==> src/rtl/vfbc_pkg.sv <==
`timescale 1ns / 1ps
// ----------------------------------------------------------------------------
// vfbc_pkg: shared types and the micro-op program for the frustum box culler
// Holds the scratch memory map, operand codes and the sequencer program ROM.
// ----------------------------------------------------------------------------
package vfbc_pkg;

	localparam int COORD_WIDTH_DEF = 32;
	localparam int PLANE_WIDTH_DEF = 64;

	localparam int MEM_DEPTH = 128;
	localparam int MEM_AW    = 7;
	localparam int PC_W      = 8;

	localparam int BOTTOM_SCALE = 62915;

	// request types
	localparam logic [2:0] REQ_RIGHT = 3'd0;
	localparam logic [2:0] REQ_UP    = 3'd1;
	localparam logic [2:0] REQ_FRONT = 3'd2;
	localparam logic [2:0] REQ_BUILD = 3'd3;
	localparam logic [2:0] REQ_TEST  = 3'd4;

	// micro-op codes
	localparam logic [2:0] OP_ADD  = 3'd0;
	localparam logic [2:0] OP_SUB  = 3'd1;
	localparam logic [2:0] OP_NEG  = 3'd2;
	localparam logic [2:0] OP_MUL  = 3'd3;
	localparam logic [2:0] OP_TEST = 3'd4;

	// scratch memory map
	localparam int MA_AXES = 0;
	localparam int MA_NORM = 9;
	localparam int MA_OFFS = 27;
	localparam int MA_HW   = 33;
	localparam int MA_RS   = 34;
	localparam int MA_CTR  = 38;
	localparam int MA_R    = 40;
	localparam int MA_U    = 42;
	localparam int MA_T    = 44;
	localparam int MA_CRN  = 48;
	localparam int MA_V    = 72;
	localparam int MA_UV   = 75;
	localparam int MA_P0   = 81;
	localparam int MA_P1   = 82;
	localparam int MA_D    = 83;
	localparam int MA_BMIN = 84;
	localparam int MA_BMAX = 87;
	localparam int MA_PM   = 90;
	localparam int MA_SUM  = 96;

	// operands outside the memory (bit 7 set)
	localparam logic [7:0] SRC_TAN    = 8'd128;
	localparam logic [7:0] SRC_ASPECT = 8'd129;
	localparam logic [7:0] SRC_NEAR   = 8'd130;
	localparam logic [7:0] SRC_FAR    = 8'd131;
	localparam logic [7:0] SRC_BSCALE = 8'd132;
	localparam logic [7:0] SRC_ZERO   = 8'd133;
	localparam logic [7:0] SRC_A0     = 8'd134;
	localparam logic [7:0] SRC_A1     = 8'd135;
	localparam logic [7:0] SRC_A2     = 8'd136;
	localparam logic [7:0] SRC_MX0    = 8'd137;
	localparam logic [7:0] SRC_MX1    = 8'd138;
	localparam logic [7:0] SRC_MX2    = 8'd139;
	localparam logic [7:0] SRC_EP0    = 8'd140;
	localparam logic [7:0] SRC_EP1    = 8'd141;
	localparam logic [7:0] SRC_EP2    = 8'd142;

	// program entry points
	localparam int ROM_DEPTH  = 231;
	localparam int PC_LOAD    = 0;
	localparam int PC_BUILD   = 3;
	localparam int PC_TEST    = 195;
	localparam int LOOP_START = 201;
	localparam int PLANE_LAST = 5;

	typedef struct packed {
		logic [2:0] op;
		logic [7:0] src_a;
		logic [7:0] src_b;
		logic [6:0] dst;
		logic       rel_a3;
		logic       rel_b1;
		logic       rel_d3;
		logic       first;
		logic       last;
		logic       loop;
		logic       done;
	} uop_t;

	typedef uop_t [ROM_DEPTH-1:0] rom_t;

	function automatic logic outside_pos(input logic [2:0] p);
		return (p == 3'd0) || (p == 3'd3) || (p == 3'd4);
	endfunction

	function automatic int plane_pt(input int p, input int j);
		int r;
		r = 0;
		case (p)
			0: r = (j == 0) ? 0 : (j == 1) ? 1 : 3;
			1: r = (j == 0) ? 4 : (j == 1) ? 5 : 7;
			2: r = (j == 0) ? 0 : (j == 1) ? 1 : 5;
			3: r = (j == 0) ? 2 : (j == 1) ? 3 : 7;
			4: r = (j == 0) ? 7 : (j == 1) ? 3 : 5;
			default: r = (j == 0) ? 6 : (j == 1) ? 2 : 4;
		endcase
		return r;
	endfunction

	function automatic uop_t mk(input logic [2:0] op, input int a, input int b, input int d);
		uop_t u;
		u = '0;
		u.op = op;
		u.src_a = 8'(a);
		u.src_b = 8'(b);
		u.dst = 7'(d);
		return u;
	endfunction

	function automatic rom_t build_rom();
		rom_t r;
		int n, i, k, s, b, p, pa, pb, pc, nb;
		r = '0;
		n = 0;
		// axis loads: destination offset by three times the axis index
		for (i = 0; i < 3; i++) begin
			r[n] = mk(OP_ADD, SRC_A0 + i, SRC_ZERO, MA_AXES + i);
			r[n].rel_d3 = 1'b1;
			n++;
		end
		r[n-1].done = 1'b1;
		// plane build: scales
		r[n] = mk(OP_MUL, SRC_TAN, SRC_ASPECT, MA_HW); n++;
		r[n] = mk(OP_MUL, MA_HW, SRC_FAR, MA_RS); n++;
		r[n] = mk(OP_MUL, SRC_TAN, SRC_FAR, MA_RS + 1); n++;
		r[n] = mk(OP_MUL, MA_HW, SRC_NEAR, MA_RS + 2); n++;
		r[n] = mk(OP_MUL, SRC_TAN, SRC_NEAR, MA_RS + 3); n++;
		// corners, one axis at a time
		for (i = 0; i < 3; i++) begin
			r[n] = mk(OP_MUL, SRC_FAR, MA_AXES + 6 + i, MA_P0); n++;
			r[n] = mk(OP_ADD, SRC_A0 + i, MA_P0, MA_CTR); n++;
			r[n] = mk(OP_MUL, SRC_NEAR, MA_AXES + 6 + i, MA_P0); n++;
			r[n] = mk(OP_SUB, SRC_A0 + i, MA_P0, MA_CTR + 1); n++;
			for (s = 0; s < 2; s++) begin
				r[n] = mk(OP_MUL, MA_RS + 2*s, MA_AXES + i, MA_R + s); n++;
				r[n] = mk(OP_MUL, MA_RS + 2*s + 1, MA_AXES + 3 + i, MA_U + s); n++;
			end
			for (s = 0; s < 2; s++) begin
				for (b = 0; b < 2; b++) begin
					r[n] = mk((b != 0) ? OP_ADD : OP_SUB, MA_CTR + s, MA_R + s,
						MA_T + 2*s + b);
					n++;
				end
			end
			for (k = 0; k < 8; k++) begin
				s = (k >> 2) & 1;
				b = k & 1;
				r[n] = mk(((k & 2) != 0) ? OP_SUB : OP_ADD, MA_T + 2*s + b, MA_U + s,
					MA_CRN + 3*k + i);
				n++;
			end
		end
		// planes
		for (p = 0; p < 6; p++) begin
			pa = MA_CRN + 3*plane_pt(p, 0);
			pb = MA_CRN + 3*plane_pt(p, 1);
			pc = MA_CRN + 3*plane_pt(p, 2);
			nb = MA_NORM + 3*p;
			for (i = 0; i < 3; i++) begin
				r[n] = mk(OP_SUB, pb + i, pa + i, MA_V + i); n++;
				r[n] = mk(OP_SUB, pc + i, pa + i, MA_UV + i); n++;
			end
			r[n] = mk(OP_MUL, MA_V + 1, MA_UV + 2, MA_P0); n++;
			r[n] = mk(OP_MUL, MA_V + 2, MA_UV + 1, MA_P1); n++;
			r[n] = mk(OP_SUB, MA_P0, MA_P1, nb); n++;
			r[n] = mk(OP_MUL, MA_V + 2, MA_UV + 0, MA_P0); n++;
			r[n] = mk(OP_MUL, MA_V + 0, MA_UV + 2, MA_P1); n++;
			r[n] = mk(OP_SUB, MA_P0, MA_P1, nb + 1); n++;
			r[n] = mk(OP_MUL, MA_V + 0, MA_UV + 1, MA_P0); n++;
			r[n] = mk(OP_MUL, MA_V + 1, MA_UV + 0, MA_P1); n++;
			r[n] = mk(OP_SUB, MA_P0, MA_P1, nb + 2); n++;
			r[n] = mk(OP_MUL, nb, pa, MA_P0); n++;
			r[n] = mk(OP_MUL, nb + 1, pa + 1, MA_P1); n++;
			r[n] = mk(OP_ADD, MA_P0, MA_P1, MA_D); n++;
			r[n] = mk(OP_MUL, nb + 2, pa + 2, MA_P0); n++;
			r[n] = mk(OP_ADD, MA_D, MA_P0, MA_D); n++;
			r[n] = mk(OP_NEG, MA_D, SRC_ZERO, (p == 3) ? MA_D : MA_OFFS + p); n++;
			if (p == 3) begin
				r[n] = mk(OP_MUL, MA_D, SRC_BSCALE, MA_OFFS + 3); n++;
			end
		end
		r[n-1].done = 1'b1;
		// box test: corner coordinates
		for (i = 0; i < 3; i++) begin
			r[n] = mk(OP_ADD, SRC_A0 + i, SRC_EP0 + i, MA_BMIN + i); n++;
			r[n] = mk(OP_ADD, SRC_MX0 + i, SRC_EP0 + i, MA_BMAX + i); n++;
		end
		// per plane body, looped six times
		for (i = 0; i < 3; i++) begin
			for (b = 0; b < 2; b++) begin
				r[n] = mk(OP_MUL, MA_NORM + i, (b != 0) ? MA_BMAX + i : MA_BMIN + i,
					MA_PM + 2*i + b);
				r[n].rel_a3 = 1'b1;
				n++;
			end
		end
		for (k = 0; k < 8; k++) begin
			r[n] = mk(OP_ADD, MA_PM + (k & 1), MA_PM + 2 + ((k >> 1) & 1), MA_SUM); n++;
			r[n] = mk(OP_ADD, MA_SUM, MA_PM + 4 + ((k >> 2) & 1), MA_SUM); n++;
			r[n] = mk(OP_TEST, MA_SUM, MA_OFFS, 0);
			r[n].rel_b1 = 1'b1;
			r[n].first = (k == 0);
			r[n].last = (k == 7);
			n++;
		end
		r[n-1].loop = 1'b1;
		r[n-1].done = 1'b1;
		return r;
	endfunction

	localparam rom_t ROM = build_rom();

endpackage

==> src/rtl/vfbc_mul.sv <==
`timescale 1ns / 1ps
// ----------------------------------------------------------------------------
// vfbc_mul: iterative saturating fixed-point multiplier, 16 fraction bits (Q48.16 at the default width)
// Sign-magnitude product from four half-width partial products, one a cycle.
// ----------------------------------------------------------------------------
module vfbc_mul #(
	parameter int PLANE_WIDTH = vfbc_pkg::PLANE_WIDTH_DEF
) (
	input  logic                          clk,
	input  logic                          arst_n,
	input  logic                          start,
	input  logic signed [PLANE_WIDTH-1:0] opa,
	input  logic signed [PLANE_WIDTH-1:0] opb,
	output logic                          done,
	output logic signed [PLANE_WIDTH-1:0] prod
);
	localparam int PW = PLANE_WIDTH;
	localparam int HB = (PW + 1) / 2;
	localparam int AW = 4 * HB;
	localparam logic [PW-1:0] VMAX = {1'b0, {(PW-1){1'b1}}};
	localparam logic [PW-1:0] VMIN = {1'b1, {(PW-1){1'b0}}};

	logic [2*HB-1:0] ma_q, mb_q;
	logic            neg_q;
	logic [AW-1:0]   acc_q;
	logic [2:0]      step_q;
	logic            busy_q, done_q;
	logic [PW-1:0]   res_q;

	logic [PW-1:0]   mag_a, mag_b;
	logic [HB-1:0]   ha, hb;
	logic [2*HB-1:0] pp;
	logic [AW-1:0]   pp_sh;
	logic            sat;
	logic [PW-1:0]   mag;
	logic [PW-1:0]   fin;

	assign mag_a = opa[PW-1] ? (~opa + 1'b1) : opa;
	assign mag_b = opb[PW-1] ? (~opb + 1'b1) : opb;
	assign ha = step_q[1] ? ma_q[2*HB-1:HB] : ma_q[HB-1:0];
	assign hb = step_q[0] ? mb_q[2*HB-1:HB] : mb_q[HB-1:0];
	assign pp = ha * hb;

	always_comb begin
		case (step_q[1:0])
			2'd0: pp_sh = AW'(pp);
			2'd3: pp_sh = AW'(pp) << (2 * HB);
			default: pp_sh = AW'(pp) << HB;
		endcase
	end

	assign sat = |acc_q[AW-1:PW+15];
	assign mag = acc_q[PW+15:16];
	assign fin = sat ? (neg_q ? VMIN : VMAX) : (neg_q ? (~mag + 1'b1) : mag);

	always_ff @(posedge clk or negedge arst_n) begin
		if (!arst_n) begin
			busy_q <= 1'b0;
			done_q <= 1'b0;
			step_q <= '0;
		end else if (start) begin
			busy_q <= 1'b1;
			done_q <= 1'b0;
			step_q <= '0;
		end else if (busy_q) begin
			if (step_q == 3'd4) begin
				busy_q <= 1'b0;
				done_q <= 1'b1;
			end else begin
				step_q <= step_q + 3'd1;
			end
		end else begin
			done_q <= 1'b0;
		end
	end

	always_ff @(posedge clk) begin
		if (start) begin
			ma_q  <= (2*HB)'(mag_a);
			mb_q  <= (2*HB)'(mag_b);
			neg_q <= opa[PW-1] ^ opb[PW-1];
			acc_q <= '0;
		end else if (busy_q) begin
			if (step_q == 3'd4) begin
				res_q <= fin;
			end else begin
				acc_q <= acc_q + pp_sh;
			end
		end
	end

	assign done = done_q;
	assign prod = res_q;

endmodule

==> config.mk <==
export PLATFORM = sky130hd
export DESIGN_NAME = vfbc_mul
export DESIGN_NICKNAME = d
export VERILOG_FILES = /design/src/rtl/vfbc_pkg.sv /design/src/rtl/vfbc_mul.sv
export SDC_FILE = /design/constraint.sdc
export NUM_CORES = 2
export LEC_CHECK = 0
export BUFFER_PORTS_ARGS = -buffer_cell sky130_fd_sc_hd__buf_2
export CORE_MARGIN = 2
export CORE_UTILIZATION = 38
export DETAILED_ROUTE_END_ITERATION = 10
export GPL_TIMING_DRIVEN = 1
export PLACE_DENSITY = 0.57
export SYNTH_ARGS = -nofsm -noshare
export SYNTH_HDL_FRONTEND = slang
export SYNTH_SLANG_ARGS = --single-unit
==> constraint.sdc <==
create_clock -name clk -period 15.6 [get_ports clk]
set_input_delay 0.78 -clock clk [delete_from_list [all_inputs] [get_ports clk]]
set_output_delay 0.78 -clock clk [all_outputs]
set_load 0.02 [all_outputs]
==> impl_metrics.ini <==
[timing]
fin_crit_sh_pct = 95.4
setup_viol = 0
hold_viol = 0
relSlewSlack_pct = 7.57
post-route-min-period_ns = 14.88
rsz0062_at_grt = no
maxSlewViolCount = 0
worst_pin_slew_ns = 1.36
finClkSkew_ns = 0.0522
max_freq_mhz = 67.2
finalSetupTns_ns = 0
holdWs_ns = 0.400

[floorplanning]
die_y_um = 391
num_io_pins = 196
design.core.area_um2 = 148000
die_w_um = 391
die-area_um2 = 152000
rows = 141
start_util_pct = 38.4

[setup_path]
slowest_delay_ns = 1.15
r2r.worst_path.cells = 39
crit_top_cell = fa_1
critPathKind = register to register
critPathMaxFanout = 30
worstReg2RegStart = step_q[1]
cp-end-kind = register
critPathLaunchType = register
required_ns = 16.13
crit_arrival_ns = 15.41
ff2ff_setup_slack_ns = 0.72
r2r_end = acc_q[127]
cp_slowest_cell = mux2i_2

[layout]
n_antenna_cell = 0
final_cells = 8560
layout.nets = 8029
area_growth_pct = 8.23
fillers = 14800
fin_util_pct = 41.5
final_cell_mix = inv_1, fa_1, nand2_1
layout-drive-gt1-share_pct = 7.54
final_common_cell = inv_1

[synthesis]
synth_area_leaders = fa_1, edfxtp_1, ha_1
yosys.area.top_type = fa_1
synth_top_area_share_pct = 31.6
async_reset_ff_share_pct = 1.53
yosysSeqAreaShare_pct = 14.9
synthFlopType = edfxtp_1
syn-num-nets = 8011
ys_ff_latch = 326
synthDistinctLibCells = 76
postSynthCellCount = 6581
yosys_warnings = 0
syn_area_um2 = 56800
synth_edf_count = 193
syn_avg_cell_area_um2 = 8.63

[clock_tree]
cts_tree = built
clkTransAtPathRegs_ns = 0.06
cts_resized = 0
cts_sinks = 326
root_buffer = clkbuf_16
h-tree-depth = 2
cts.path.max_buffers = 3
cts_buffers = 41
clock_latency_ns = 0.64

[route]
num_vias = 48400
drt_iter0_drc = 3893
drtPass1Iterations = 6
ant_nets = 0
routed_wl_mm = 206
drc = 0
via_per_inst = 5.65
post_drt_wl_per_cell_um = 24.1

[global_route]
grtUsageTotal_pct = 26.8
grt_max_degree = 83
grt_pass1_vias = 48400
grt_pass1_wl_mm = 308
overflow = 0
antenna_found_initial = 3

[min_path]
hold_depth = 1
worst_hold_path_type = input port to register
worstHoldEndpoint = ma_q[0]
hp-start = opa[0]

[run_status]
status = complete, no violations

[job]
cap_viol_max_count = 0

[place]
gp_congestion = 0.978
io_buffers = 195
placed_cells = 8485
dp_hpwl_mm = 168
==> state kept, by name, indices dropped and copies added, names as in the netlist <==
signal,count
ma_q,64
step_q,3
done,1
mb_q,64
prod,64
neg_q,1
acc_q,128
busy_q,1
==> critical path, delay by kind of cell, from the launching register on <==
family	cells	cell delay [ns]
XOR/XNOR	1	0.40
AND/OR/NAND/NOR	7	1.62
adder cells (fa/ha/maj)	10	4.85
multiplexers	3	1.76
flip-flops	1	0.73
buffers and inverters	4	0.97
AO/OA/AOI/OAI	14	4.40
==> worst max path at each step <==
stage	cells past startpoint	from	slack [ns]	to
global placement	40	step_q[1]	0.69	acc_q[127]
CTS	40	step_q[1]	0.85	acc_q[127]
floorplan	42	step_q[1]	4.12	acc_q[127]
finish	39	step_q[1]	0.72	acc_q[127]
global route	40	step_q[1]	0.21	acc_q[127]
detailed placement	40	step_q[1]	0.81	acc_q[127]
==> routing by layer <==
layer  up-vias  part of all wire [%]  GRT usage, %  wire length, µm
met5         -                 0.023             0               48
met2      2065                    46          43.0            94200
met1     24300                    42          36.1            86000
met4         4                   4.7          11.0             9670
met3       430                   7.9          4.35            16300
li1      21600                     -             -                -
==> area by class of cell <==
class / instances / area [µm²] / area share, %
clock inverters: 25 / 325 / 0.529
clock buffers: 49 / 1080 / 1.75
well taps: 1930 / 2410 / 3.93
flip-flops and latches: 326 / 8490 / 13.8
repair buffers: 300 / 1780 / 2.89
inverters: 909 / 3410 / 5.55
multi-input cells: 5021 / 43900 / 71.5
==> cells in the mapped netlist (73+ instances only) <==
cell type,count
xor2_1,73
ha_1,402
a21oi_1,351
clkbuf_1,301
inv_1,909
nand2_1,851
xnor2_1,235
edfxtp_1,193
fa_1,897
dfxtp_1,128
o21ai_0,246
nor2_1,803
a22o_1,95
a21o_1,106
nand4_1,81
==> repair_timing <==
item / in CTS / in global routing
setup endpoints to repair: 0 / 0
endpoints found under the hold margin: 1 / 0
hold buffers: 1 / 0
setup buffers: 0 / 0
==> cell families after synthesis <==
group / count (synthesis) / synth area share [%]
fa+ha+maj: 1299 / 40.5
mux: 126 / 2.36
flops: 326 / 14.9
buf+inv: 1234 / 8.16
simple gates: 2138 / 16.2
compound gates: 1150 / 13.1
xor+xnor: 308 / 4.75
==> through the flow <==
step,cell area [µm²],worst slack [ns]
after floorplan,56800,4.12
after global placement,60000,0.689
after detailed placement,60000,0.815
after CTS,61400,0.846
after global routing,61400,0.205
final,61400,0.720
Power is not shown: default switching activity piles up to over one toggle a cycle in this logic, so the estimate is an artifact.
